[src/rtl/scla_pkg.sv]
`timescale 1ns / 1ps
package scla_pkg;

  localparam int NUM_LOCKERS_DEF = 64;
  localparam int NUM_CLASSES     = 21;
  localparam int CLS_W           = 5;

  localparam int VOL_W    = 12;
  localparam int TICKET_W = 6;
  localparam int STATUS_W = 2;
  localparam int LITRES_W = 8;
  localparam int FREE_W   = 7;

  localparam logic [STATUS_W-1:0] ST_OK          = 2'd0;
  localparam logic [STATUS_W-1:0] ST_FULL        = 2'd1;
  localparam logic [STATUS_W-1:0] ST_TOO_LARGE   = 2'd2;
  localparam logic [STATUS_W-1:0] ST_BAD_RELEASE = 2'd3;

  localparam logic ACT_ALLOC   = 1'b0;
  localparam logic ACT_RELEASE = 1'b1;

  localparam int MIN_LITRES  = 5;
  localparam int STEP_LITRES = 10;
  localparam int MAX_LITRES  = 200;

  // v / 10 for v below 200 as (v * 205) >> 11
  localparam int SMALL_VOL_W  = 8;
  localparam int RECIP_10     = 205;
  localparam int RECIP_SHIFT  = 11;
  localparam int RECIP_PROD_W = 16;

  localparam int TICKET_FOLDS = ((2 ** TICKET_W) - 1) / NUM_CLASSES;

  typedef struct packed {
    logic             pop;
    logic             push;
    logic [CLS_W-1:0] cls;
  } cls_cmd_t;

  typedef struct packed {
    logic rd_en;
    logic link_we;
    logic occ_we;
    logic occ_bit;
  } mem_cmd_t;

  function automatic logic [CLS_W-1:0] class_of_ticket(input logic [TICKET_W-1:0] ticket);
    logic [TICKET_W-1:0] x;
    x = ticket;
    for (int k = 0; k < TICKET_FOLDS; k++) begin
      if (x >= TICKET_W'(NUM_CLASSES)) x = x - TICKET_W'(NUM_CLASSES);
    end
    return x[CLS_W-1:0];
  endfunction

  function automatic logic [LITRES_W-1:0] litres_of_class(input logic [CLS_W-1:0] cls);
    if (cls == '0) return LITRES_W'(MIN_LITRES);
    return LITRES_W'(cls) * LITRES_W'(STEP_LITRES);
  endfunction

endpackage

[src/rtl/scla_slot_mem.sv]
`timescale 1ns / 1ps
module scla_slot_mem #(
  parameter int NUM_LOCKERS = scla_pkg::NUM_LOCKERS_DEF
) (
  input  logic                           clk,
  input  logic                           rst,
  input  scla_pkg::mem_cmd_t             cmd,
  input  logic [$clog2(NUM_LOCKERS)-1:0] rd_addr,
  input  logic [$clog2(NUM_LOCKERS)-1:0] link_waddr,
  input  logic [$clog2(NUM_LOCKERS)-1:0] link_wdata,
  input  logic [$clog2(NUM_LOCKERS)-1:0] occ_waddr,
  output logic [$clog2(NUM_LOCKERS)-1:0] link_rdata,
  output logic                           occ_rdata,
  output logic                           init_busy
);
  import scla_pkg::*;

  localparam int SW = $clog2(NUM_LOCKERS);

  logic [SW-1:0] link_mem [NUM_LOCKERS];
  logic          occ_mem  [NUM_LOCKERS];

  logic [SW-1:0] init_idx;
  logic [31:0]   init_link;

  logic          l_we;
  logic [SW-1:0] l_addr;
  logic [SW-1:0] l_data;
  logic          o_we;
  logic [SW-1:0] o_addr;
  logic          o_bit;

  // reset chain: each slot points at the next slot of its class
  assign init_link = 32'(init_idx) + 32'(NUM_CLASSES);

  always_comb begin
    if (init_busy) begin
      l_we   = 1'b1;
      l_addr = init_idx;
      l_data = init_link[SW-1:0];
      o_we   = 1'b1;
      o_addr = init_idx;
      o_bit  = 1'b0;
    end else begin
      l_we   = cmd.link_we;
      l_addr = link_waddr;
      l_data = link_wdata;
      o_we   = cmd.occ_we;
      o_addr = occ_waddr;
      o_bit  = cmd.occ_bit;
    end
  end

  always_ff @(posedge clk) begin
    if (rst) begin
      init_busy <= 1'b1;
      init_idx  <= '0;
    end else if (init_busy) begin
      if (init_idx == SW'(NUM_LOCKERS - 1)) begin
        init_busy <= 1'b0;
      end else begin
        init_idx <= init_idx + 1'b1;
      end
    end
  end

  always_ff @(posedge clk) begin
    if (l_we) link_mem[l_addr] <= l_data;
    if (cmd.rd_en) link_rdata <= link_mem[rd_addr];
  end

  always_ff @(posedge clk) begin
    if (o_we) occ_mem[o_addr] <= o_bit;
    if (cmd.rd_en) occ_rdata <= occ_mem[rd_addr];
  end

endmodule

[src/rtl/scla_class_tab.sv]
`timescale 1ns / 1ps
module scla_class_tab #(
  parameter int NUM_LOCKERS = scla_pkg::NUM_LOCKERS_DEF
) (
  input  logic                           clk,
  input  logic                           rst,
  input  logic [scla_pkg::CLS_W-1:0]     start_cls,
  output logic                           found,
  output logic [scla_pkg::CLS_W-1:0]     found_cls,
  input  logic [scla_pkg::CLS_W-1:0]     rd_cls,
  output logic [$clog2(NUM_LOCKERS)-1:0] rd_head,
  output logic [$clog2(NUM_LOCKERS)-1:0] rd_tail,
  output logic                           rd_nonempty,
  input  scla_pkg::cls_cmd_t             cmd,
  input  logic [$clog2(NUM_LOCKERS)-1:0] push_slot,
  input  logic [$clog2(NUM_LOCKERS)-1:0] pop_link
);
  import scla_pkg::*;

  localparam int SW      = $clog2(NUM_LOCKERS);
  localparam int FULL_Q  = NUM_LOCKERS / NUM_CLASSES;
  localparam int EXTRA_R = NUM_LOCKERS % NUM_CLASSES;

  logic [SW-1:0]          head [NUM_CLASSES];
  logic [SW-1:0]          tail [NUM_CLASSES];
  logic [NUM_CLASSES-1:0] nonempty;
  logic [NUM_CLASSES-1:0] cand;

  // first non-empty class at or above the start class
  always_comb begin
    found_cls = '0;
    for (int k = 0; k < NUM_CLASSES; k++) begin
      cand[k] = nonempty[k] && (CLS_W'(k) >= start_cls);
    end
    for (int k = NUM_CLASSES - 1; k >= 0; k--) begin
      if (cand[k]) found_cls = CLS_W'(k);
    end
    found = |cand;
  end

  assign rd_head     = head[rd_cls];
  assign rd_tail     = tail[rd_cls];
  assign rd_nonempty = nonempty[rd_cls];

  always_ff @(posedge clk) begin
    if (rst) begin
      for (int c = 0; c < NUM_CLASSES; c++) begin
        head[c] <= SW'(c);
        tail[c] <= (c < EXTRA_R) ? SW'(c + NUM_CLASSES * FULL_Q)
                                 : SW'(c + NUM_CLASSES * (FULL_Q - 1));
      end
      nonempty <= '1;
    end else if (cmd.pop) begin
      head[cmd.cls] <= pop_link;
      if (head[cmd.cls] == tail[cmd.cls]) nonempty[cmd.cls] <= 1'b0;
    end else if (cmd.push) begin
      if (!nonempty[cmd.cls]) head[cmd.cls] <= push_slot;
      tail[cmd.cls]     <= push_slot;
      nonempty[cmd.cls] <= 1'b1;
    end
  end

endmodule

[src/rtl/size_class_locker_allocator.sv]
`timescale 1ns / 1ps
// Locker allocator with 21 size classes (5, 10, 20 ... 200 litres); slot i is in
// class i mod 21 and each class hands out its free slots oldest first. One request
// word in gives one result word out. After reset the slot memory initializes every
// slot, and in_stall stays high until that is done and the control has gone idle.
// An allocate that gets a slot then passes accept, class search, pop through the
// registered read of the slot link memory, and output load; one that fails passes
// accept, class search and output load, and a release passes accept with the
// occupancy read, list update and output load. One request is worked on at a time;
// a finished result sits in the output register so the next request can be accepted
// while it waits to be taken.
module size_class_locker_allocator #(
  parameter int NUM_LOCKERS = scla_pkg::NUM_LOCKERS_DEF
) (
  input  logic                          clk,
  input  logic                          rst,
  input  logic                          in_valid,
  output logic                          in_stall,
  input  logic                          action,
  input  logic [scla_pkg::VOL_W-1:0]    volume_litres,
  input  logic [scla_pkg::TICKET_W-1:0] slot_to_release,
  output logic                          out_valid,
  input  logic                          out_stall,
  output logic [scla_pkg::STATUS_W-1:0] status,
  output logic [scla_pkg::TICKET_W-1:0] slot_index,
  output logic [scla_pkg::LITRES_W-1:0] class_litres,
  output logic [scla_pkg::FREE_W-1:0]   free_slots
);
  import scla_pkg::*;

  localparam int SW = $clog2(NUM_LOCKERS);
  localparam int FW = $clog2(NUM_LOCKERS + 1);

  localparam logic [2:0] S_INIT = 3'd0;
  localparam logic [2:0] S_IDLE = 3'd1;
  localparam logic [2:0] S_LOOK = 3'd2;
  localparam logic [2:0] S_POP  = 3'd3;
  localparam logic [2:0] S_REL  = 3'd4;
  localparam logic [2:0] S_DONE = 3'd5;

  logic [2:0]          state;
  logic [CLS_W-1:0]    start_cls;
  logic                none_fit;
  logic                too_big;
  logic [SW-1:0]       rel_slot;
  logic [CLS_W-1:0]    rel_cls;
  logic                rel_in_range;
  logic [CLS_W-1:0]    cur_cls;
  logic [SW-1:0]       cur_slot;
  logic [FW-1:0]       free_cnt;
  logic [STATUS_W-1:0] res_status;
  logic [SW-1:0]       res_slot;
  logic [LITRES_W-1:0] res_litres;

  logic                    accept;
  logic [RECIP_PROD_W-1:0] tens_prod;
  logic [CLS_W-1:0]        start_in;
  logic [31:0]             ticket_wide;
  logic                    ticket_ok;
  logic [31:0]             res_slot_wide;
  logic [31:0]             free_wide;
  logic                    out_free;

  logic             found;
  logic [CLS_W-1:0] found_cls;
  logic [CLS_W-1:0] rd_cls;
  logic [SW-1:0]    rd_head;
  logic [SW-1:0]    rd_tail;
  logic             rd_nonempty;
  cls_cmd_t         cls_cmd;

  mem_cmd_t         mem_cmd;
  logic [SW-1:0]    mem_rd_addr;
  logic [SW-1:0]    occ_waddr;
  logic [SW-1:0]    link_rdata;
  logic             occ_rdata;
  logic             init_busy;
  logic             rel_good;

  assign accept   = in_valid && !in_stall;
  assign in_stall = (state != S_IDLE);
  assign out_free = !out_valid || !out_stall;

  // start class: below 5 litres the smallest class, else v/10 + 1
  assign tens_prod = RECIP_PROD_W'(volume_litres[SMALL_VOL_W-1:0]) * RECIP_PROD_W'(RECIP_10);
  assign start_in  = (volume_litres < VOL_W'(MIN_LITRES)) ? '0
                   : tens_prod[RECIP_SHIFT +: CLS_W] + 1'b1;

  assign ticket_wide = 32'(slot_to_release);
  assign ticket_ok   = (ticket_wide < 32'(NUM_LOCKERS));
  assign rel_good    = rel_in_range && occ_rdata;

  always_comb begin
    unique case (state)
      S_LOOK:  rd_cls = found_cls;
      S_POP:   rd_cls = cur_cls;
      default: rd_cls = rel_cls;
    endcase
  end

  always_comb begin
    mem_cmd     = '0;
    mem_rd_addr = rel_slot;
    occ_waddr   = rel_slot;
    cls_cmd     = '0;
    unique case (state)
      S_IDLE: begin
        mem_cmd.rd_en = accept && (action == ACT_RELEASE) && ticket_ok;
        mem_rd_addr   = ticket_wide[SW-1:0];
      end
      S_LOOK: begin
        if (!none_fit && found) begin
          mem_cmd.rd_en   = 1'b1;
          mem_cmd.occ_we  = 1'b1;
          mem_cmd.occ_bit = 1'b1;
          mem_rd_addr     = rd_head;
          occ_waddr       = rd_head;
        end
      end
      S_POP: begin
        cls_cmd.pop = 1'b1;
        cls_cmd.cls = cur_cls;
      end
      S_REL: begin
        if (rel_good) begin
          mem_cmd.occ_we  = 1'b1;
          mem_cmd.occ_bit = 1'b0;
          mem_cmd.link_we = rd_nonempty;
          cls_cmd.push    = 1'b1;
          cls_cmd.cls     = rel_cls;
        end
      end
      default: begin
      end
    endcase
  end

  scla_class_tab #(
    .NUM_LOCKERS(NUM_LOCKERS)
  ) u_class_tab (
    .clk        (clk),
    .rst        (rst),
    .start_cls  (start_cls),
    .found      (found),
    .found_cls  (found_cls),
    .rd_cls     (rd_cls),
    .rd_head    (rd_head),
    .rd_tail    (rd_tail),
    .rd_nonempty(rd_nonempty),
    .cmd        (cls_cmd),
    .push_slot  (rel_slot),
    .pop_link   (link_rdata)
  );

  scla_slot_mem #(
    .NUM_LOCKERS(NUM_LOCKERS)
  ) u_slot_mem (
    .clk       (clk),
    .rst       (rst),
    .cmd       (mem_cmd),
    .rd_addr   (mem_rd_addr),
    .link_waddr(rd_tail),
    .link_wdata(rel_slot),
    .occ_waddr (occ_waddr),
    .link_rdata(link_rdata),
    .occ_rdata (occ_rdata),
    .init_busy (init_busy)
  );

  always_ff @(posedge clk) begin
    if (rst) begin
      state    <= S_INIT;
      free_cnt <= FW'(NUM_LOCKERS);
    end else begin
      unique case (state)
        S_INIT: begin
          if (!init_busy) state <= S_IDLE;
        end
        S_IDLE: begin
          if (accept) state <= (action == ACT_RELEASE) ? S_REL : S_LOOK;
        end
        S_LOOK: begin
          if (!none_fit && found) begin
            free_cnt <= free_cnt - 1'b1;
            state    <= S_POP;
          end else begin
            state <= S_DONE;
          end
        end
        S_POP: state <= S_DONE;
        S_REL: begin
          if (rel_good) free_cnt <= free_cnt + 1'b1;
          state <= S_DONE;
        end
        S_DONE: begin
          if (out_free) state <= S_IDLE;
        end
        default: state <= S_INIT;
      endcase
    end
  end

  // request and result payload
  always_ff @(posedge clk) begin
    if (accept) begin
      start_cls    <= start_in;
      none_fit     <= (volume_litres >= VOL_W'(MAX_LITRES));
      too_big      <= (volume_litres > VOL_W'(MAX_LITRES));
      rel_slot     <= ticket_wide[SW-1:0];
      rel_cls      <= class_of_ticket(slot_to_release);
      rel_in_range <= ticket_ok;
    end
    if (state == S_LOOK) begin
      cur_cls    <= found_cls;
      cur_slot   <= rd_head;
      res_status <= too_big ? ST_TOO_LARGE : ST_FULL;
      res_slot   <= '0;
      res_litres <= '0;
    end
    if (state == S_POP) begin
      res_status <= ST_OK;
      res_slot   <= cur_slot;
      res_litres <= litres_of_class(cur_cls);
    end
    if (state == S_REL) begin
      res_status <= rel_good ? ST_OK : ST_BAD_RELEASE;
      res_slot   <= rel_good ? rel_slot : '0;
      res_litres <= rel_good ? litres_of_class(rel_cls) : '0;
    end
  end

  assign res_slot_wide = 32'(res_slot);
  assign free_wide     = 32'(free_cnt);

  always_ff @(posedge clk) begin
    if (rst) begin
      out_valid <= 1'b0;
    end else if (state == S_DONE && out_free) begin
      out_valid <= 1'b1;
    end else if (!out_stall) begin
      out_valid <= 1'b0;
    end
  end

  always_ff @(posedge clk) begin
    if (state == S_DONE && out_free) begin
      status       <= res_status;
      slot_index   <= res_slot_wide[TICKET_W-1:0];
      class_litres <= res_litres;
      free_slots   <= free_wide[FREE_W-1:0];
    end
  end

`ifndef ASSERT_OFF
  a_init_blocks_input: assert property (@(posedge clk) disable iff (rst)
    init_busy |-> in_stall)
    else $error("request accepted during slot memory initialization");

  a_free_bounded: assert property (@(posedge clk) disable iff (rst)
    32'(free_cnt) <= 32'(NUM_LOCKERS))
    else $error("free slot count above the number of slots");

  a_pop_nonempty: assert property (@(posedge clk) disable iff (rst)
    (state == S_POP) |-> rd_nonempty)
    else $error("pop from an empty class list");

  a_ok_has_class: assert property (@(posedge clk) disable iff (rst)
    (out_valid && status == ST_OK) |-> (class_litres != '0))
    else $error("granted or freed slot reported without a size class");
`endif

endmodule

[config.mk]
export PLATFORM = sky130hd
export DESIGN_NAME = size_class_locker_allocator
export DESIGN_NICKNAME = d
export VERILOG_FILES = /design/src/rtl/scla_pkg.sv /design/src/rtl/scla_slot_mem.sv /design/src/rtl/scla_class_tab.sv /design/src/rtl/size_class_locker_allocator.sv
export SDC_FILE = /design/constraint.sdc
export NUM_CORES = 2
export LEC_CHECK = 0
export BUFFER_PORTS_ARGS = -buffer_cell sky130_fd_sc_hd__buf_2
export CAP_MARGIN = 20
export CORE_MARGIN = 2
export CORE_UTILIZATION = 51
export CTS_BUF_LIST = sky130_fd_sc_hd__clkbuf_8
export DETAILED_ROUTE_END_ITERATION = 6
export PLACE_DENSITY = 0.69
export SLEW_MARGIN = 15
export SYNTH_ARGS = -nofsm -noshare
export SYNTH_HDL_FRONTEND = slang
export SYNTH_SLANG_ARGS = --single-unit
[constraint.sdc]
create_clock -name clk -period 5.5 [get_ports clk]
set_input_delay 1.1 -clock clk [delete_from_list [all_inputs] [get_ports clk]]
set_output_delay 1.1 -clock clk [all_outputs]
set_load 0.1 [all_outputs]
# ---- Word level (Yosys, flattened, before mapping)
# Memories as Yosys holds them, arrays and structs flattened. A register that Yosys moved wholly into a read port is not among the register bits.
# Cells that the tools add are included.
dict set report totals {
  n_memories 4
  output_inout_bits 25
  in_bits 23
  ram_bits 700
  wordCells 248
  reg_bits 108
}
dict set report classes {
  addsub 8
  n_reduce_logical 47
  multipliers 3
  n_bitwise 5
  n_eq_ne 15
  n_lt_le_gt_ge 31
  mux 114
}
# memory depth width rd rd_ports_with_merged_regs wr line
set mem_list {}
lappend mem_list {u_slot_mem.link_mem 64 6 1 1 1 scla_slot_mem.sv:20} ;# logic [SW-1:0] link_mem [NUM_LOCKERS];
lappend mem_list {u_class_tab.head 21 6 2 0 21 scla_class_tab.sv:24} ;# logic [SW-1:0] head [NUM_CLASSES];
lappend mem_list {u_class_tab.tail 21 6 2 0 21 scla_class_tab.sv:25} ;# logic [SW-1:0] tail [NUM_CLASSES];
lappend mem_list {u_slot_mem.occ_mem 64 1 1 1 1 scla_slot_mem.sv:21} ;# logic occ_mem [NUM_LOCKERS];
# cell count
set op_table {}
lappend op_table {{$mux W5} 24}
lappend op_table {{$mux W6} 17}
lappend op_table {{$mux W8} 8}
lappend op_table {{$mux W21} 3}
lappend op_table {{$ge A4 B5 Y1 const A} 8}
lappend op_table {{$mux W1} 38}
lappend op_table {{$logic_and A1 B1 Y1} 28}
lappend op_table {{$ge A5 B5 Y1 const A} 5}
lappend op_table {{$and A21 B21 Y21} 1}
lappend op_table {{$not A21 Y21} 1}
lappend op_table {{$or A21 B21 Y21} 1}
lappend op_table {{$reduce_or A21 Y1} 1}
lappend op_table {{$ge A3 B5 Y1 const A} 4}
lappend op_table {{$pmux W5 S2} 2}
lappend op_table {{$ge A6 B5 Y1 const B} 3}
lappend op_table {{$mux W3} 6}
lappend op_table {{$mul A8 B8 Y16 const B} 1}
lappend op_table {{$pmux W3 S5} 1}
lappend op_table {{$mul A5 B3 Y7 const B} 2}
lappend op_table {{$mux W7} 2}
lappend op_table {{$pmux W7 S2} 1}
lappend op_table {{$ge A12 B8 Y1 const B} 1}
lappend op_table {{$gt A12 B8 Y1 const B} 1}
lappend op_table {{$lt A12 B3 Y1 const B} 1}
lappend op_table {{38 further kinds} 63}

# ---- Longest topological paths before layout
dict set report logic_depth {
  depth_word 31
  depth_mapped 23
  mapped_depth_nobuf 23
}

# ---- Modules after synthesis
# Synthesis repeated with hierarchy kept, for this count alone.
dict set report hier_totals {
  hier_cells 3316
  hier_area_um2 46313.2
}
# mod instances area_per_inst_um2 cells_each seq_area_each_um2
set modules_own_cells {}
lappend modules_own_cells {scla_class_tab 1 22029.9 1800 11951.5}
lappend modules_own_cells {scla_slot_mem 1 18778.0 1007 13803.2}
lappend modules_own_cells {size_class_locker_allocator 1 5505.3 509 2262.2}

# ---- Worst setup path after synthesis
# OpenSTA, ideal clock, no wires.
dict set report synth_timing {
  path_type {input port to flip-flop}
  start {input volume_litres[4] (netlist name)}
  end {register start_cls[4], data pin}
  arrival_time_ps 4833
  cell_stages 20
  setup_ps 257
  slack_ps 410
  t_required_ps 5243
  n_path_buf 0
  path_cell_list {inv_1 -> ha_1 -> ha_1 -> inv_1 -> fa_1 -> fa_1 -> inv_1 -> ha_1 -> a21o_1 -> a21o_1 -> a21o_1 -> a21oi_1 -> nor2b_1 -> o21a_1 -> o21a_1 -> nor2_1 -> nand3_1 -> xnor2_1 -> xnor2_1 -> nor2_1}
}
dict set report synth_via {
  elab_chain_len 2
  word_cells_on_any_way 3
  cone_classes {add/sub (1); mul (1); order compare (1)}
}
# element line
set synth_rtl {}
lappend synth_rtl {{start: declaration} size_class_locker_allocator.sv:20} ;# input logic [scla_pkg::VOL_W-1:0] volume_litres,
lappend synth_rtl {{$mul A8 B8 Y16} size_class_locker_allocator.sv:85} ;# assign tens_prod = RECIP_PROD_W'(volume_litres[SMALL_VOL_W-1:0]) * RECIP_PROD_W'(RECIP_10);
lappend synth_rtl {{$add A5 B1 Y5} size_class_locker_allocator.sv:87} ;# : tens_prod[RECIP_SHIFT +: CLS_W] + 1'b1;
lappend synth_rtl {{end signal: assignment} size_class_locker_allocator.sv:206} ;# start_cls <= start_in;
lappend synth_rtl {{end: declaration} size_class_locker_allocator.sv:42} ;# logic [CLS_W-1:0] start_cls;
# Several ways; a longest one is shown, not always the timed one.
# A chain may end at the register's enable or synchronous reset.

# ---- Worst setup path after layout
dict set report layout_timing {
  start {register start_cls[0]}
  end {memory u_slot_mem.link_mem[12][3] (netlist name), enable pin}
}
dict set report layout_via {
  elab_chain_len 31
  word_cells_on_any_way 73
  cone_classes {order compare (21); mux (30); reduce/logical (21); memory (1)}
}
# element line
set layout_rtl {}
lappend layout_rtl {{$ge A5 B5 Y1} scla_class_tab.sv:33} ;# cand[k] = nonempty[k] && (CLS_W'(k) >= start_cls);
lappend layout_rtl {{$logic_and A1 B1 Y1} scla_class_tab.sv:33}
lappend layout_rtl {{$mux W5 (20 in series)} scla_class_tab.sv:36} ;# if (cand[k]) found_cls = CLS_W'(k);
lappend layout_rtl {{$mux W5 *} scla_class_tab.sv:36}
lappend layout_rtl {{$pmux W5 S2 *} size_class_locker_allocator.sv:94} ;# unique case (state)
lappend layout_rtl {{$bmux W1 S5} scla_class_tab.sv:43} ;# assign rd_nonempty = nonempty[rd_cls];
lappend layout_rtl {{$mux W1 (not written as such)} scla_class_tab.sv:43}
lappend layout_rtl {{$mux W3} size_class_locker_allocator.sv:125} ;# if (rel_good) begin
lappend layout_rtl {{$mux W1} size_class_locker_allocator.sv:106} ;# unique case (state)
lappend layout_rtl {{$mux W1} scla_slot_mem.sv:37} ;# if (init_busy) begin
lappend layout_rtl {{$mux W1} scla_slot_mem.sv:68} ;# if (l_we) link_mem[l_addr] <= l_data;
lappend layout_rtl {{$mux W1 (not written as such)} scla_slot_mem.sv:68}
lappend layout_rtl {{end: declaration} scla_slot_mem.sv:20}
# Every way passes the cells marked *; elsewhere a longest branch is shown, timed or not. The select of a mux whose other input is x is not followed.

==> impl_metrics.json <==
{
  "routedWlPerCell_um": 25.36,
  "synth-adder-area-share_pct": 2.509,
  "synthDistinctLibCells": 92,
  "grt_util_met3_pct": 7.025,
  "synth_edf_count": 907,
  "clk_pin_slew_worst_paths_ns": 0.06,
  "hold_buffers": 0,
  "vias": 37820,
  "cts_buffers": 159,
  "synth-xor-area-share_pct": 0.7288,
  "slew_headroom_pct": 22.96,
  "die_x_um": 311.0,
  "dp_cells": 5702,
  "clock_latency_ns": 0.86,
  "yosysTopAreaCell": "edfxtp_1",
  "drcViolationCount": 4,
  "synth_top_area_share_pct": 56.66,
  "cts_tree": "yes",
  "worst_pin_slew_ns": 1.144,
  "critPathLaunchType": "flip-flop",
  "synth_area_um2": 48070,
  "area_growth_pct": 15.22,
  "power_leakage_nw": 20.78,
  "run_status": "complete, but fails checks",
  "synth_flop_cell": "edfxtp_1",
  "top_usage_layer": "met2",
  "drt_iter0_drc": 4901,
  "maxCapViolations": 0,
  "hp-class": "flip-flop to flip-flop",
  "synth_mux_area_share_pct": 6.929,
  "overflow": 0,
  "nNetsFinal": 4733,
  "dieArea_um2": 96720,
  "synth_compound_area_share_pct": 10.22,
  "cts_root_buffer": "clkbuf_8",
  "ios": 48,
  "slew_violations": 0,
  "ys_warn_count": 0,
  "grt_max_degree": 102,
  "syn_inst": 4328,
  "synth_top_family_by_area": "simple AND/OR/NAND/NOR gates",
  "cts_max_level": 4,
  "setup_tns_ns": 0,
  "finalSetupViolCount": 0,
  "violations": "design-rule violations",
  "die_y_um": 311.0,
  "clockBufferDepth": 3,
  "hold_viol": 0,
  "initial_core_util_pct": 51.50,
  "synthTopCellsByArea": "edfxtp_1, mux2i_1, nand2_1",
  "drtAntennaViolNets": 0,
  "firstDrtPassIters": 7,
  "dp_hpwl_mm": 102.4,
  "wirelength_mm": 152.0,
  "worstSetupPathType": "flip-flop to flip-flop",
  "grt_antenna_before_repair": 8,
  "arrival_ns": 5.97,
  "worstSetupEndpointType": "flip-flop",
  "final_util_pct": 59.34,
  "synth_most_common_cell": "edfxtp_1",
  "cp.required_ns": 6.00,
  "ys_seq_area_share_pct": 58.29,
  "syn_area_per_cell_um2": 11.11,
  "period_needed_ns": 5.470,
  "met1_usage_pct": 39.53,
  "grt_pass1_wl_mm": 225.7,
  "clock-sinks": 946,
  "max_freq_ghz": 0.1828,
  "grtUsageTotal_pct": 30.67,
  "skew_ns": 0.03847,
  "synth_commonest_cells": "edfxtp_1, nand2_1, mux2i_1",
  "syn_nets": 4439,
  "power_density_nw_per_um2": 266.4,
  "finalCritPeriodShare_pct": 99.46,
  "portBuffers": 47,
  "critical_path.max_fanout": 34,
  "core_area_um2": 93330,
  "viasPerCell": 6.308,
  "ys_async_sr_fraction_pct": 0,
  "grt_pass1_vias": 36350,
  "hold_slack_ns": 0.4159,
  "rows": 112,
  "instances_no_fill": 5996,
  "synth_simple_gate_area_share_pct": 17.40,
  "ys_ff_latch": 946,
  "place.gp.congestion": 0.9979,
  "ir_worst_vdd_mv": 0.2316,
  "met2_usage_pct": 48.93,
  "drive_above_1_share_pct": 16.43
}
critical path, stage by stage (launching register included):
cell and delay [ns]:
edfxtp_1 0.43, buf_4 0.18, o211ai_1 0.24, a22o_1 0.25, a221o_1 0.14, o311ai_1 0.19, buf_4 0.22, a311oi_4 0.30
buf_12 0.30, buf_4 0.28, nand2_1 0.08, and3_1 0.17, a311oi_1 0.36, a311oi_1 0.15, a31oi_1 0.42, mux2i_1 0.19
buf_4 0.21, o21ai_1 0.12, buf_4 0.20, nand2_1 0.28, nor2_2 0.40
worst paths after layout:
path,startpoint,end,slack [ns],cells after the start
max reg2reg,start_cls[0],u_slot_mem.link_mem[12][3],0.03,20
min,res_litres[3],class_litres[3],0.42,0
max,start_cls[0],u_slot_mem.link_mem[12][3],0.03,20
min reg2reg,res_litres[3],class_litres[3],0.42,0
layout by cell type, fill, tap and decap left out, drive strengths merged, types with 29 or more instances in the layout:
cell,count
dfxtp,39
a21oi,74
and2,51
or3,89
inv,124
nand2,791
a221oi,29
and3,122
clkbuf,166
clkinv,57
nand3,271
nor3,129
buf,466
o21ai,111
a311oi,64
nor2,271
o22ai,38
a22oi,82
edfxtp,907
ha,74
a31oi,90
mux2i,317
metrics by stage:
step                      cell area, um2  power [mW]  worst slack, ns
final                              55380       14.76          0.02951
after global routing               55380       15.19         -0.03013
after CTS                          55080       14.82          0.08716
after detailed placement           52100       8.887          0.07207
after global placement             52100       8.874          -0.1277
after floorplan                    48070       8.564           0.4098
flip-flops by register name, summed over array words and instances, names as in the netlist, 3 cells and up, named ones only:
signal,count
rel_slot,6
state,3
free_cnt,7
u_slot_mem.init_idx,6
u_class_tab.head,192
class_litres,8
res_litres,8
u_slot_mem.link_rdata,6
u_slot_mem.occ_mem,64
free_slots,7
cur_slot,6
start_cls,5
u_class_tab.tail,192
slot_index,6
u_slot_mem.link_mem,384
cur_cls,5
rel_cls,5
res_slot,6
cell type report:
type                            instances  area [um2]
Fill cell                            7689       37950
Sequential cell                       946       28020
Multi-Input combinational cell       2967       18450
Timing Repair Buffer                  469        4065
Clock buffer                          164        2257
Tap cell                             1254        1569
Clock inverter                        115       721.9
Inverter                               79       301.5
Antenna cell                            2       5.005
power breakdown:
part | leakage [nW] | total [mW] | internal, mW | switching [mW]
logic | 10.7 | 0.751 | 0.256 | 0.495
clock network | 1.66 | 6.01 | 3.07 | 2.94
registers | 8.45 | 7.99 | 7.96 | 0.0332
kinds of logic (layout without fill, tap and decap cells):
family,after synthesis,after routing
adder cells (fa/ha/maj),88,88
AO/OA/AOI/OAI,683,683
buffers and inverters,415,827
XOR/XNOR,40,40
other,0,2
multiplexers,331,331
flip-flops,946,946
AND/OR/NAND/NOR,1825,1825
per-layer routing:
metal  vias up  part of all wire [%]
li1      16710                     -
met2      2350                    47
met3       460                    11
met1     18290                    37
met4         4                   4.9
met5         -                 0.012
what timing repair did:
action                                  in CTS  in global routing
endpoints found under the setup margin       0                402
resized for setup                            0                 38
endpoints found under the hold margin        0                  0
setup buffers                                0                  9
No activity file was read; power rests on OpenSTA's default activity.
